$ cat config.mk
export PLATFORM = sky130hd
export DESIGN_NAME = decoded_pixel_place_crop_or_stretch
export DESIGN_NICKNAME = d
export VERILOG_FILES = /design/src/dpp_pkg.sv /design/src/dpp_prep.sv /design/src/dpp_cell.sv /design/src/decoded_pixel_place_crop_or_stretch.sv
export SDC_FILE = /design/constraint.sdc
export NUM_CORES = 2
export LEC_CHECK = 0
export ABC_AREA = 1
export BUFFER_PORTS_ARGS = -buffer_cell sky130_fd_sc_hd__buf_2
export CORE_ASPECT_RATIO = 0.7
export CORE_MARGIN = 4
export CORE_UTILIZATION = 25
export CTS_CLUSTER_SIZE = 24
export DETAILED_ROUTE_END_ITERATION = 6
export PLACE_DENSITY = 0.48
export SLEW_MARGIN = 15
export SYNTH_ARGS = -nofsm -noshare
export SYNTH_HDL_FRONTEND = slang
export SYNTH_SLANG_ARGS = --single-unit
$ cat constraint.sdc
create_clock -name clock -period 23.3 [get_ports clock]
set_input_delay 4.66 -clock clock [delete_from_list [all_inputs] [get_ports clock]]
set_output_delay 4.66 -clock clock [all_outputs]
set_load 0.02 [all_outputs]
$ cat src/dpp_pkg.sv
// dpp_pkg: shared types and constants of the decoded pixel placement block
// used by every module under src; depends on nothing
package dpp_pkg;

   localparam int DEF_SCREEN_WIDTH  = 800;
   localparam int DEF_SCREEN_HEIGHT = 480;

   localparam int FIELD_W   = 16;  // width of coordinates, color and config words
   localparam int X_W       = 10;  // screen column field width
   localparam int Y_W       = 9;   // screen row field width
   localparam int CSR_IDX_W = 3;

   localparam logic [FIELD_W-1:0] IMAGE_WIDTH_RESET  = 16'd800;
   localparam logic [FIELD_W-1:0] IMAGE_HEIGHT_RESET = 16'd480;

   typedef enum logic [CSR_IDX_W-1:0] {
      CSR_STRETCH_MODE = 3'd0,
      CSR_OFFSET_X     = 3'd1,
      CSR_OFFSET_Y     = 3'd2,
      CSR_IMAGE_WIDTH  = 3'd3,
      CSR_IMAGE_HEIGHT = 3'd4
   } csr_index_type;

   typedef struct packed {
      logic               stretch_mode;
      logic [FIELD_W-1:0] offset_x;
      logic [FIELD_W-1:0] offset_y;
      logic [FIELD_W-1:0] image_width;
      logic [FIELD_W-1:0] image_height;
   } cfg_type;

   // per-pixel control that rides along the divider chain
   typedef struct packed {
      logic               valid;
      logic               stretch;
      logic               crop_we;
      logic [X_W-1:0]     crop_x;
      logic [Y_W-1:0]     crop_y;
      logic               x_ok;     // start column lies on screen
      logic               x_clip;   // end column reaches the screen edge
      logic               y_ok;
      logic               y_clip;
      logic [FIELD_W-1:0] pixel;
   } side_type;

endpackage

$ cat src/dpp_prep.sv
// dpp_prep: input stage, crop placement and stretch numerators
// depends on dpp_pkg
module dpp_prep import dpp_pkg::*; #(
   parameter int SCREEN_WIDTH  = DEF_SCREEN_WIDTH,
   parameter int SCREEN_HEIGHT = DEF_SCREEN_HEIGHT,
   parameter int QW            = 10,
   parameter int NUM_W         = FIELD_W + QW
) (
   input  logic               clock,
   input  logic               reset,
   input  logic               accept,
   input  logic [FIELD_W-1:0] src_x,
   input  logic [FIELD_W-1:0] src_y,
   input  logic [FIELD_W-1:0] pixel,
   input  cfg_type            cfg,
   output side_type           side_o,
   output logic [NUM_W-1:0]   num_xs_o,
   output logic [NUM_W-1:0]   num_xe_o,
   output logic [NUM_W-1:0]   num_ys_o,
   output logic [NUM_W-1:0]   num_ye_o
);

   localparam int PROD_W = NUM_W + 1;
   localparam int POS_W  = FIELD_W + 2;

   side_type           side_in, side_ff;
   logic [PROD_W-1:0]  prod_x, prod_y, prod_xe, prod_ye;
   logic [NUM_W-1:0]   num_xs_ff, num_xe_ff, num_ys_ff, num_ye_ff;
   logic signed [POS_W-1:0] dx, dy;
   logic               x_in, y_in;

   always_comb begin
      dx = $signed({2'b00, src_x}) + $signed({{2{cfg.offset_x[FIELD_W-1]}}, cfg.offset_x});
      dy = $signed({2'b00, src_y}) + $signed({{2{cfg.offset_y[FIELD_W-1]}}, cfg.offset_y});
      x_in = !dx[POS_W-1] && (dx[POS_W-2:0] < (POS_W-1)'(SCREEN_WIDTH));
      y_in = !dy[POS_W-1] && (dy[POS_W-2:0] < (POS_W-1)'(SCREEN_HEIGHT));

      prod_x  = PROD_W'(src_x) * PROD_W'(SCREEN_WIDTH);
      prod_y  = PROD_W'(src_y) * PROD_W'(SCREEN_HEIGHT);
      prod_xe = prod_x + PROD_W'(SCREEN_WIDTH);
      prod_ye = prod_y + PROD_W'(SCREEN_HEIGHT);

      side_in.valid   = accept;
      side_in.stretch = cfg.stretch_mode;
      side_in.crop_we = x_in && y_in;
      side_in.crop_x  = dx[X_W-1:0];
      side_in.crop_y  = dy[Y_W-1:0];
      // zero image size fails the compare on its own
      side_in.x_ok    = src_x < cfg.image_width;
      side_in.y_ok    = src_y < cfg.image_height;
      side_in.x_clip  = ({1'b0, src_x} + 17'd1) >= {1'b0, cfg.image_width};
      side_in.y_clip  = ({1'b0, src_y} + 17'd1) >= {1'b0, cfg.image_height};
      side_in.pixel   = pixel;
   end

   always_ff @(posedge clock) begin
      if (reset) begin
         side_ff.valid <= 1'b0;
      end else begin
         side_ff <= side_in;
      end
   end

   always_ff @(posedge clock) begin
      num_xs_ff <= prod_x[NUM_W-1:0];
      num_xe_ff <= prod_xe[NUM_W-1:0];
      num_ys_ff <= prod_y[NUM_W-1:0];
      num_ye_ff <= prod_ye[NUM_W-1:0];
   end

   assign side_o   = side_ff;
   assign num_xs_o = num_xs_ff;
   assign num_xe_o = num_xe_ff;
   assign num_ys_o = num_ys_ff;
   assign num_ye_o = num_ye_ff;

endmodule

$ cat src/dpp_cell.sv
// dpp_cell: one restoring division step for all four spans of a pixel
// depends on dpp_pkg
module dpp_cell import dpp_pkg::*; #(
   parameter int QW    = 10,
   parameter int NUM_W = FIELD_W + QW,
   parameter int BIT   = 0
) (
   input  logic               clock,
   input  logic               reset,
   input  logic [FIELD_W-1:0] image_width,
   input  logic [FIELD_W-1:0] image_height,
   input  side_type           side_i,
   input  logic [NUM_W-1:0]   rem_xs_i,
   input  logic [NUM_W-1:0]   rem_xe_i,
   input  logic [NUM_W-1:0]   rem_ys_i,
   input  logic [NUM_W-1:0]   rem_ye_i,
   input  logic [QW-1:0]      q_xs_i,
   input  logic [QW-1:0]      q_xe_i,
   input  logic [QW-1:0]      q_ys_i,
   input  logic [QW-1:0]      q_ye_i,
   output side_type           side_o,
   output logic [NUM_W-1:0]   rem_xs_o,
   output logic [NUM_W-1:0]   rem_xe_o,
   output logic [NUM_W-1:0]   rem_ys_o,
   output logic [NUM_W-1:0]   rem_ye_o,
   output logic [QW-1:0]      q_xs_o,
   output logic [QW-1:0]      q_xe_o,
   output logic [QW-1:0]      q_ys_o,
   output logic [QW-1:0]      q_ye_o
);

   // quotient bit on top, new remainder below
   function automatic logic [NUM_W:0] div_step(input logic [NUM_W-1:0] rem,
                                               input logic [FIELD_W-1:0] d);
      logic [NUM_W-1:0] dsh;
      begin
         dsh = NUM_W'(d) << BIT;
         if (rem >= dsh) begin
            div_step = {1'b1, rem - dsh};
         end else begin
            div_step = {1'b0, rem};
         end
      end
   endfunction

   side_type         side_ff;
   logic [NUM_W:0]   st_xs, st_xe, st_ys, st_ye;
   logic [NUM_W-1:0] rem_xs_ff, rem_xe_ff, rem_ys_ff, rem_ye_ff;
   logic [QW-1:0]    q_xs_in, q_xe_in, q_ys_in, q_ye_in;
   logic [QW-1:0]    q_xs_ff, q_xe_ff, q_ys_ff, q_ye_ff;

   always_comb begin
      st_xs = div_step(rem_xs_i, image_width);
      st_xe = div_step(rem_xe_i, image_width);
      st_ys = div_step(rem_ys_i, image_height);
      st_ye = div_step(rem_ye_i, image_height);
      q_xs_in = q_xs_i;
      q_xe_in = q_xe_i;
      q_ys_in = q_ys_i;
      q_ye_in = q_ye_i;
      q_xs_in[BIT] = st_xs[NUM_W];
      q_xe_in[BIT] = st_xe[NUM_W];
      q_ys_in[BIT] = st_ys[NUM_W];
      q_ye_in[BIT] = st_ye[NUM_W];
   end

   always_ff @(posedge clock) begin
      if (reset) begin
         side_ff.valid <= 1'b0;
      end else begin
         side_ff <= side_i;
      end
   end

   always_ff @(posedge clock) begin
      rem_xs_ff <= st_xs[NUM_W-1:0];
      rem_xe_ff <= st_xe[NUM_W-1:0];
      rem_ys_ff <= st_ys[NUM_W-1:0];
      rem_ye_ff <= st_ye[NUM_W-1:0];
      q_xs_ff   <= q_xs_in;
      q_xe_ff   <= q_xe_in;
      q_ys_ff   <= q_ys_in;
      q_ye_ff   <= q_ye_in;
   end

   assign side_o   = side_ff;
   assign rem_xs_o = rem_xs_ff;
   assign rem_xe_o = rem_xe_ff;
   assign rem_ys_o = rem_ys_ff;
   assign rem_ye_o = rem_ye_ff;
   assign q_xs_o   = q_xs_ff;
   assign q_xe_o   = q_xe_ff;
   assign q_ys_o   = q_ys_ff;
   assign q_ye_o   = q_ye_ff;

endmodule

$ cat src/decoded_pixel_place_crop_or_stretch.sv
// decoded_pixel_place_crop_or_stretch: top level, registers, divider chain, result stage
// depends on dpp_pkg, dpp_prep, dpp_cell
//
// Places one decoded RGB565 pixel on the screen. In crop mode (stretch_mode 0) the
// pixel moves by the signed offsets and becomes a 1x1 rectangle if it lands on screen.
// In stretch mode the rectangle runs from coord*SCREEN/size to (coord+1)*SCREEN/size,
// clipped to the screen; an empty span, an off-screen start or a zero image size gives
// no write, and then all result fields are zero. A new pixel is taken every clock
// (busy is high during reset and for the first cycle after it, low from then on);
// each transfer gives exactly one result, shown on rsp_* for one cycle with rsp_valid
// once it has passed the input stage, one restoring divider cell for each of the QW
// quotient bits, where QW = max(clog2(SCREEN_WIDTH), clog2(SCREEN_HEIGHT)), and the
// result register. The receiver cannot stall the results. Write configuration only
// while no pixel is in flight; csr_ready is always high and unknown indexes are ignored.
module decoded_pixel_place_crop_or_stretch import dpp_pkg::*; #(
   parameter int SCREEN_WIDTH  = DEF_SCREEN_WIDTH,
   parameter int SCREEN_HEIGHT = DEF_SCREEN_HEIGHT
) (
   input  logic                 clock,
   input  logic                 reset,
   // pixel input
   input  logic                 start,
   output logic                 busy,
   input  logic [FIELD_W-1:0]   req_src_x,
   input  logic [FIELD_W-1:0]   req_src_y,
   input  logic [FIELD_W-1:0]   req_pixel,
   // rectangle output
   output logic                 rsp_valid,
   output logic                 rsp_write_enable,
   output logic [X_W-1:0]       rsp_x_first,
   output logic [X_W-1:0]       rsp_x_limit,
   output logic [Y_W-1:0]       rsp_y_first,
   output logic [Y_W-1:0]       rsp_y_limit,
   output logic [FIELD_W-1:0]   rsp_fill_color,
   // configuration writes
   input  logic                 csr_valid,
   output logic                 csr_ready,
   input  logic [CSR_IDX_W-1:0] csr_index,
   input  logic [FIELD_W-1:0]   csr_wdata
);

   // quotient bits per division; every start quotient used is below the screen size
   localparam int QX     = $clog2(SCREEN_WIDTH);
   localparam int QY     = $clog2(SCREEN_HEIGHT);
   localparam int QW     = (QX > QY) ? QX : QY;
   localparam int NUM_W  = FIELD_W + QW;
   localparam logic [X_W-1:0] SCREEN_X = X_W'(SCREEN_WIDTH);
   localparam logic [Y_W-1:0] SCREEN_Y = Y_W'(SCREEN_HEIGHT);

   cfg_type cfg_ff;
   logic    busy_ff;

   // configuration registers
   always_ff @(posedge clock) begin
      if (reset) begin
         cfg_ff.stretch_mode <= 1'b0;
         cfg_ff.offset_x     <= '0;
         cfg_ff.offset_y     <= '0;
         cfg_ff.image_width  <= IMAGE_WIDTH_RESET;
         cfg_ff.image_height <= IMAGE_HEIGHT_RESET;
      end else if (csr_valid && csr_ready) begin
         unique case (csr_index)
            CSR_STRETCH_MODE: cfg_ff.stretch_mode <= csr_wdata[0];
            CSR_OFFSET_X:     cfg_ff.offset_x     <= csr_wdata;
            CSR_OFFSET_Y:     cfg_ff.offset_y     <= csr_wdata;
            CSR_IMAGE_WIDTH:  cfg_ff.image_width  <= csr_wdata;
            CSR_IMAGE_HEIGHT: cfg_ff.image_height <= csr_wdata;
            default: begin
               // unknown index, write dropped
            end
         endcase
      end
   end

   assign csr_ready = 1'b1;

   // hold off transfers during reset; busy is the registered reset
   always_ff @(posedge clock) begin
      busy_ff <= reset;
   end
   assign busy = busy_ff;

   // chain taps: index 0 is the input stage, index QW the last cell
   side_type         side_c [QW+1];
   logic [NUM_W-1:0] rem_xs [QW+1];
   logic [NUM_W-1:0] rem_xe [QW+1];
   logic [NUM_W-1:0] rem_ys [QW+1];
   logic [NUM_W-1:0] rem_ye [QW+1];
   logic [QW-1:0]    q_xs   [QW+1];
   logic [QW-1:0]    q_xe   [QW+1];
   logic [QW-1:0]    q_ys   [QW+1];
   logic [QW-1:0]    q_ye   [QW+1];

   dpp_prep #(
      .SCREEN_WIDTH  (SCREEN_WIDTH),
      .SCREEN_HEIGHT (SCREEN_HEIGHT),
      .QW            (QW),
      .NUM_W         (NUM_W)
   ) u_prep (
      .clock    (clock),
      .reset    (reset),
      .accept   (start && !busy),
      .src_x    (req_src_x),
      .src_y    (req_src_y),
      .pixel    (req_pixel),
      .cfg      (cfg_ff),
      .side_o   (side_c[0]),
      .num_xs_o (rem_xs[0]),
      .num_xe_o (rem_xe[0]),
      .num_ys_o (rem_ys[0]),
      .num_ye_o (rem_ye[0])
   );

   assign q_xs[0] = '0;
   assign q_xe[0] = '0;
   assign q_ys[0] = '0;
   assign q_ye[0] = '0;

   // one cell per quotient bit, most significant first
   for (genvar k = 0; k < QW; k++) begin : g_cell
      dpp_cell #(
         .QW    (QW),
         .NUM_W (NUM_W),
         .BIT   (QW - 1 - k)
      ) u_cell (
         .clock        (clock),
         .reset        (reset),
         .image_width  (cfg_ff.image_width),
         .image_height (cfg_ff.image_height),
         .side_i       (side_c[k]),
         .rem_xs_i     (rem_xs[k]),
         .rem_xe_i     (rem_xe[k]),
         .rem_ys_i     (rem_ys[k]),
         .rem_ye_i     (rem_ye[k]),
         .q_xs_i       (q_xs[k]),
         .q_xe_i       (q_xe[k]),
         .q_ys_i       (q_ys[k]),
         .q_ye_i       (q_ye[k]),
         .side_o       (side_c[k+1]),
         .rem_xs_o     (rem_xs[k+1]),
         .rem_xe_o     (rem_xe[k+1]),
         .rem_ys_o     (rem_ys[k+1]),
         .rem_ye_o     (rem_ye[k+1]),
         .q_xs_o       (q_xs[k+1]),
         .q_xe_o       (q_xe[k+1]),
         .q_ys_o       (q_ys[k+1]),
         .q_ye_o       (q_ye[k+1])
      );
   end

   // result stage
   side_type             side_end;
   logic [QW+X_W-1:0]    qxs_ext, qxe_ext;
   logic [QW+Y_W-1:0]    qys_ext, qye_ext;
   logic                 x_span, y_span, we_in;
   logic [X_W-1:0]       xf_in, xl_in;
   logic [Y_W-1:0]       yf_in, yl_in;
   logic                 rsp_valid_ff;
   logic                 rsp_we_ff;
   logic [X_W-1:0]       rsp_xf_ff, rsp_xl_ff;
   logic [Y_W-1:0]       rsp_yf_ff, rsp_yl_ff;
   logic [FIELD_W-1:0]   rsp_color_ff;

   always_comb begin
      side_end = side_c[QW];
      // zero-extend so the field masks hold for any quotient width
      qxs_ext = {{X_W{1'b0}}, q_xs[QW]};
      qxe_ext = {{X_W{1'b0}}, q_xe[QW]};
      qys_ext = {{Y_W{1'b0}}, q_ys[QW]};
      qye_ext = {{Y_W{1'b0}}, q_ye[QW]};
      // the end never falls below the start, so inequality means a non-empty span
      x_span = side_end.x_ok && (side_end.x_clip || (q_xe[QW] != q_xs[QW]));
      y_span = side_end.y_ok && (side_end.y_clip || (q_ye[QW] != q_ys[QW]));
      if (side_end.stretch) begin
         we_in = x_span && y_span;
         xf_in = qxs_ext[X_W-1:0];
         xl_in = side_end.x_clip ? SCREEN_X : qxe_ext[X_W-1:0];
         yf_in = qys_ext[Y_W-1:0];
         yl_in = side_end.y_clip ? SCREEN_Y : qye_ext[Y_W-1:0];
      end else begin
         we_in = side_end.crop_we;
         xf_in = side_end.crop_x;
         xl_in = side_end.crop_x + X_W'(1);
         yf_in = side_end.crop_y;
         yl_in = side_end.crop_y + Y_W'(1);
      end
   end

   always_ff @(posedge clock) begin
      if (reset) begin
         rsp_valid_ff <= 1'b0;
      end else begin
         rsp_valid_ff <= side_end.valid;
      end
   end

   // no write clears every field
   always_ff @(posedge clock) begin
      rsp_we_ff    <= we_in;
      rsp_xf_ff    <= we_in ? xf_in : '0;
      rsp_xl_ff    <= we_in ? xl_in : '0;
      rsp_yf_ff    <= we_in ? yf_in : '0;
      rsp_yl_ff    <= we_in ? yl_in : '0;
      rsp_color_ff <= we_in ? side_end.pixel : '0;
   end

   assign rsp_valid        = rsp_valid_ff;
   assign rsp_write_enable = rsp_we_ff;
   assign rsp_x_first      = rsp_xf_ff;
   assign rsp_x_limit      = rsp_xl_ff;
   assign rsp_y_first      = rsp_yf_ff;
   assign rsp_y_limit      = rsp_yl_ff;
   assign rsp_fill_color   = rsp_color_ff;

endmodule

**Yosys cells after proc, flatten, opt, wreduce, memory -nomap -nowiden**

Index checks and enable logic that the tools add are counted.

- Flip-flop bits (word level): 1833
- Input bits: 71
- Output and inout bits: 58
- Word-level logic and storage cells: 372

- Add/subtract/negate cells: 48
- $mul: 2
- Magnitude comparators: 46
- Equality and inequality tests: 6
- Mux-type cells: 47
- Reductions and logical operators: 18

Operator list:

| cell | count |
|---|---|
| two-way mux 27 bit | 40 |
| greater-or-equal comparator 26 x 16 -> 1 bit | 4 |
| greater-or-equal comparator 26 x 17 -> 1 bit | 4 |
| greater-or-equal comparator 26 x 18 -> 1 bit | 4 |
| greater-or-equal comparator 26 x 19 -> 1 bit | 4 |
| greater-or-equal comparator 26 x 20 -> 1 bit | 4 |
| greater-or-equal comparator 26 x 21 -> 1 bit | 4 |
| greater-or-equal comparator 26 x 22 -> 1 bit | 4 |
| greater-or-equal comparator 26 x 23 -> 1 bit | 4 |
| greater-or-equal comparator 26 x 24 -> 1 bit | 4 |
| subtractor 26 x 16 -> 26 bit | 4 |
| subtractor 26 x 17 -> 26 bit | 4 |
| subtractor 26 x 18 -> 26 bit | 4 |
| subtractor 26 x 19 -> 26 bit | 4 |
| subtractor 26 x 20 -> 26 bit | 4 |
| subtractor 26 x 21 -> 26 bit | 4 |
| subtractor 26 x 22 -> 26 bit | 4 |
| subtractor 26 x 23 -> 26 bit | 4 |
| subtractor 26 x 24 -> 26 bit | 4 |
| greater-or-equal comparator 26 x 25 -> 1 bit | 3 |
| subtractor 26 x 25 -> 26 bit | 3 |
| adder 17 x 16 -> 18 bit | 2 |
| adder 16 x 1 -> 17 bit (second input constant) | 2 |
| greater-or-equal comparator 17 x 16 -> 1 bit | 2 |
| other kinds (23) | 43 |

**Longest topological paths before layout**

- Depth in word-level cells: 5
- Mapped depth: 21

**Modules after synthesis**

From an unflattened synthesis, not the netlist that was laid out.

- Cells, all modules: 18235
- Area, all modules: 125047.4 µm²

By module, submodules not included:

| module | instances | cells each | area each (µm²) | sequential area each (µm²) |
|---|---|---|---|---|
| dpp_prep | 1 | 1647 | 12054.1 | 2912.8 |
| dpp_cell (g_cell[9].u_cell) | 1 | 1868 | 11975.2 | 4134.0 |
| dpp_cell (g_cell[6].u_cell) | 1 | 1769 | 11717.5 | 4134.0 |
| dpp_cell (g_cell[8].u_cell) | 1 | 1828 | 11708.7 | 4134.0 |
| dpp_cell (g_cell[7].u_cell) | 1 | 1684 | 11305.8 | 4134.0 |
| dpp_cell (g_cell[5].u_cell) | 1 | 1616 | 10830.4 | 4134.0 |
| dpp_cell (g_cell[4].u_cell) | 1 | 1551 | 10587.7 | 4134.0 |
| dpp_cell (g_cell[3].u_cell) | 1 | 1502 | 10346.2 | 4134.0 |
| dpp_cell (g_cell[2].u_cell) | 1 | 1429 | 10033.4 | 4134.0 |
| dpp_cell (g_cell[1].u_cell) | 1 | 1316 | 9741.8 | 4134.0 |
| dpp_cell (g_cell[0].u_cell) | 1 | 1344 | 9716.8 | 4134.0 |
| decoded_pixel_place_crop_or_stretch | 1 | 681 | 5029.8 | 2442.3 |

**Worst setup path after synthesis**

OpenSTA, ideal clock, no wires.

- Path kind: input port to flip-flop
- From: input reset
- To: register cfg_ff[59] (netlist name)
- Arrival: 18.647 ns
- Data required time: 23.186 ns
- Slack: 4.539 ns
- Stages on the path: 5
- Path through: clkbuf_1 -> inv_2 -> clkbuf_1 -> o21ai_0 -> nor2_1

RTL lines:

| element | line | RTL |
|---|---|---|
| start: declaration | decoded_pixel_place_crop_or_stretch.sv:20 | `input logic reset,` |
| end: declaration | decoded_pixel_place_crop_or_stretch.sv:50 | `cfg_type cfg_ff;` |

**Final worst setup path**

- From: input reset
- To: register g_cell[9].u_cell.side_ff, in the netlist g_cell[9].u_cell.side_o[18], enable pin

RTL lines:

| element | line | RTL |
|---|---|---|
| end signal: assignment | dpp_cell.sv:71 | `side_ff <= side_i;` |
| end: declaration | dpp_cell.sv:46 | `side_type side_ff;` |

No word-level cell between the ends.

==> summary.md <==
| Metric | Value |
|---|---|
| Status | completed |
| WHS Path Cells | 0 |
| Top FF cell, synth | dfxtp_1 |
| Die height | 521 µm |
| Syn Std Cell Area | 94,000 µm² |
| Max_slew headroom | 33.3% |
| Avg Cell Area, Syn | 8.07 µm² |
| Fmax | 136 MHz |
| CTS clk-pin slew, worst paths | 0.06 ns |
| Pin count of the biggest net entering global routing | 83 |
| Slowest library cell on the worst path | buf_4 |
| Most frequent cell after synthesis | nand2_1 |
| Global-route wire length before repair | 450,000 µm |
| Initial antenna violation count | 31 |
| Post-synth EDFFs | 451 |
| Via count | 77,400 |
| Post-synthesis cell type count | 71 |
| Setup_tns | 0 ns |
| Worst-margin pin slew | 0.996 ns |
| Post-DR vias/cell | 4.54 |
| Post-route ant nets | 0 |
| Number of cell rows | 188 |
| Worst r2r path cells | 14 |
| GP Congestion | 0.907 |
| Critical-path cell list | buf_2, inv_8, buf_4, buf_4, buf_4 |
| Total power draw | 15,300 µW |
| VDD IR max | 0.0670 mV |
| Die span in x | 741 µm |
| Worst Skew | 0.0881 ns |
| Worst hold path class | reg -> reg |
| Yosys reg bits | 1,683 |
| Cts hold-fix bufs | 0 |
| Hold Violations, Final | 0 |
| PwrDens | 143 nW/µm² |
| WP depth | 5 |
| Core Region | 375,000 µm² |
| Top cell by count, worst path | buf_4 |
| Post-synthesis net count | 12,600 |
| Fin util | 28.5% |
| Max incr delay on CP | 0.88 ns |
| Buffers on Ports | 127 |
| Commonest cells post-synth | nand2_1 (2,783), dfxtp_1 (1,232), inv_1 (1,102), nor2_1 (1,036), a21oi_1 (863) |
| Leak pwr | 0.0461 µW |
| Postcts setup bufs | 0 |
| Buffer levels on the longest clock path | 4 |
| Worst R2R End | g_cell[4].u_cell.rem_ye_o[24]$_DFF_P_ |
| Asr flop ratio synth | 0% |
| Worst Path Required | 23.79 ns |
| Average wire per standard cell | 17.6 µm |
| Synth Warn # | 0 |
| CTS Buf Count | 186 |
| Die area | 386,000 µm² |
| # resized after CTS | 0 |
| Final Max Slew Viols | 0 |
| Drt first pass iters | 6 |
| RSZ-0062 raised after global routing | no |
| Worst path bufs/invs | 5 |
| Tmin final | 7.35 ns |
| Hold_ws | 0.316 ns |
| Worst setup SP type | input port |
| Endpoints failing setup | 0 |
| Post-DP HPWL | 231,000 µm |
| GRT overflow | 0 |
| Maxcap violations | 0 |
| Vias in the first global route | 72,300 |
| Clock latency at the later pin of the worst-skew pair | 0.87 ns |
| Layout cells sized above 1 | 7.04% |
| Tcrit/Tclk final | 31.5% |
| Cells after Synth | 11,700 |
| CTS tree | yes |
| Type of the worst setup path | in -> reg |
| Clock Sinks | 1,683 |
| Residual DRC count | 0 |
| Root Driver | clkbuf_16 |
| Post-Route WL | 300,000 µm |
| CP top delay family | buffers and inverters |
| Total GRT Usage | 15.0% |
| Synth top area share | 26.2% |
| Synthesis-to-finish area growth | 13.7% |
| Nets | 12,800 |
| Crit path launch | reset |
| Arrival time worst endpoint | 7.84 ns |
| Initial DRC Count | 6,748 |
| Synth area leaders | dfxtp_1 (26%), edfxtp_1 (14%), nand2_1 (11%) |
| Worst Hold End | g_cell[3].u_cell.q_xe_o[9]$_DFF_P_ |
| Filler cells | 40,400 |
| Hold path startpoint | g_cell[2].u_cell.q_xe_o[9]$_DFF_P_ |
| R2R Path Start | cfg_ff[1]$_SDFFE_PP0P_ |
| Seq/Total Area, Yosys | 40.6% |
| CP Max Fanout | 82 |
| Clock H-tree levels | 4 |
| Area leader, netlist | dfxtp_1 |
| Flop2flop setup slack | 18.94 ns |
| I/O pins | 129 |
| Crit. End Element | flop |
| Initial Util | 25.1% |
==> state kept, by name, indices dropped and copies added (netlist names), 9 cells and up <==
register,flops
g_cell.u_cell.side_o,420
u_prep.num_ye_o,21
u_prep.num_xs_o,21
rsp_x_limit,10
g_cell.u_cell.rem_xe_o,199
g_cell.u_cell.rem_ye_o,199
u_prep.side_o,42
g_cell.u_cell.q_ys_o,55
u_prep.num_xe_o,21
rsp_fill_color,16
rsp_y_limit,9
g_cell.u_cell.rem_xs_o,199
u_prep.num_ys_o,20
rsp_x_first,10
rsp_y_first,9
g_cell.u_cell.q_ye_o,55
cfg_ff,65
g_cell.u_cell.q_xe_o,55
g_cell.u_cell.rem_ys_o,199
g_cell.u_cell.q_xs_o,55
==> cell families (layout without fill, tap and decap cells) <==
logic type	after synthesis	after routing	share of synthesized area, %
simple gates	4996	4996	22.6
compound gates	2200	2200	13.2
flops	1683	1683	40.6
buf+inv	1290	1656	5.52
fa+ha+maj	906	906	12.7
xor+xnor	574	574	5.41
mux	4	4	0.0426
other cells	1	8	0.00399
==> how the worst max path moves through the flow <==
stage | to | slack, ns
after floorplan | cfg_ff[59]$_SDFFE_PP0P_ | 4.54
after global placement | g_cell[7].u_cell.side_o[14]$_DFFE_PN_ | 14.95
after detailed placement | g_cell[6].u_cell.side_o[14]$_DFFE_PN_ | 14.98
after CTS | g_cell[9].u_cell.side_o[18]$_DFFE_PN_ | 15.97
after global routing | g_cell[6].u_cell.side_o[14]$_DFFE_PN_ | 15.71
final | g_cell[9].u_cell.side_o[18]$_DFFE_PN_ | 15.95
==> layout make-up <==
cell class	instances	area, µm²	area share, %
Antenna cell	7	17.5	0.0164
Clock buffer	226	4960	4.64
Clock inverter	112	1470	1.38
Inverter	1139	4290	4.01
Multi-Input combinational cell	8681	50700	47.4
Sequential cell	1683	38200	35.7
Tap cell	5035	6300	5.89
Timing Repair Buffer	179	1030	0.959
==> cells in the final DEF (no fill, tap or decap), types with 22 or more instances in the layout <==
cell type	netlist	layout
a21boi_0	46	46
a21o_1	92	92
a21oi_1	863	863
a21oi_2	29	29
a31oi_1	85	84
buf_2	57	127
buf_4	32	52
bufinv_16	0	28
clkbuf_1	41	25
clkbuf_16	0	187
clkinv_2	0	22
dfxtp_1	1232	1228
edfxtp_1	451	451
fa_1	78	78
ha_1	828	828
inv_1	1102	1072
inv_2	31	57
nand2_1	2783	2782
nand2_2	42	43
nand3_1	532	531
nand3b_1	51	51
nand4_1	162	162
nor2_1	1036	1035
nor3_1	151	151
nor4_1	58	58
o211ai_1	32	32
o21a_1	41	41
o21ai_0	635	635
o21ai_1	199	199
o21ai_2	56	56
o21bai_1	54	54
or2_2	90	90
xnor2_1	262	262
xor2_1	306	306
==> per-stage QoR <==
stage	cell area, µm²	cells	worst slack, ns
global route	107000	17100	15.71
finish	107000	17100	15.95
CTS	107000	17100	15.97
floorplan	94000	11700	4.54
global placement	100000	16700	14.95
detailed placement	100000	16700	14.98
==> routing by layer <==
metal	part of all wire, %	GRT usage [%]	vias up
met2	37	20.0	2039
met3	6.4	2.58	333
li1	-	-	39600
met4	2.8	4.05	6
met1	54	24.1	35400
met5	0.011	0	-
==> where the power goes <==
group | switching, µW | leakage (µW) | internal (µW) | total, µW
logic | 4690 | 0.0283 | 2680 | 7370
registers | 743 | 0.0147 | 4010 | 4750
clock network | 1300 | 0.00310 | 1840 | 3140
==> worst reg2reg max path: stages (launching register included) <==
cell,delay (ns)
dfxtp_2,0.32
buf_4,0.49
inv_2,0.33
buf_4,0.37
ha_1,0.43
nand3_1,0.11
nand2_2,0.14
a21boi_2,0.09
o21bai_1,0.24
nand2_1,0.08
nand2_1,0.14
nand3b_1,0.14
nand2_1,0.59
inv_2,0.35
a21oi_1,0.39
(Power assumes the default switching activity.)
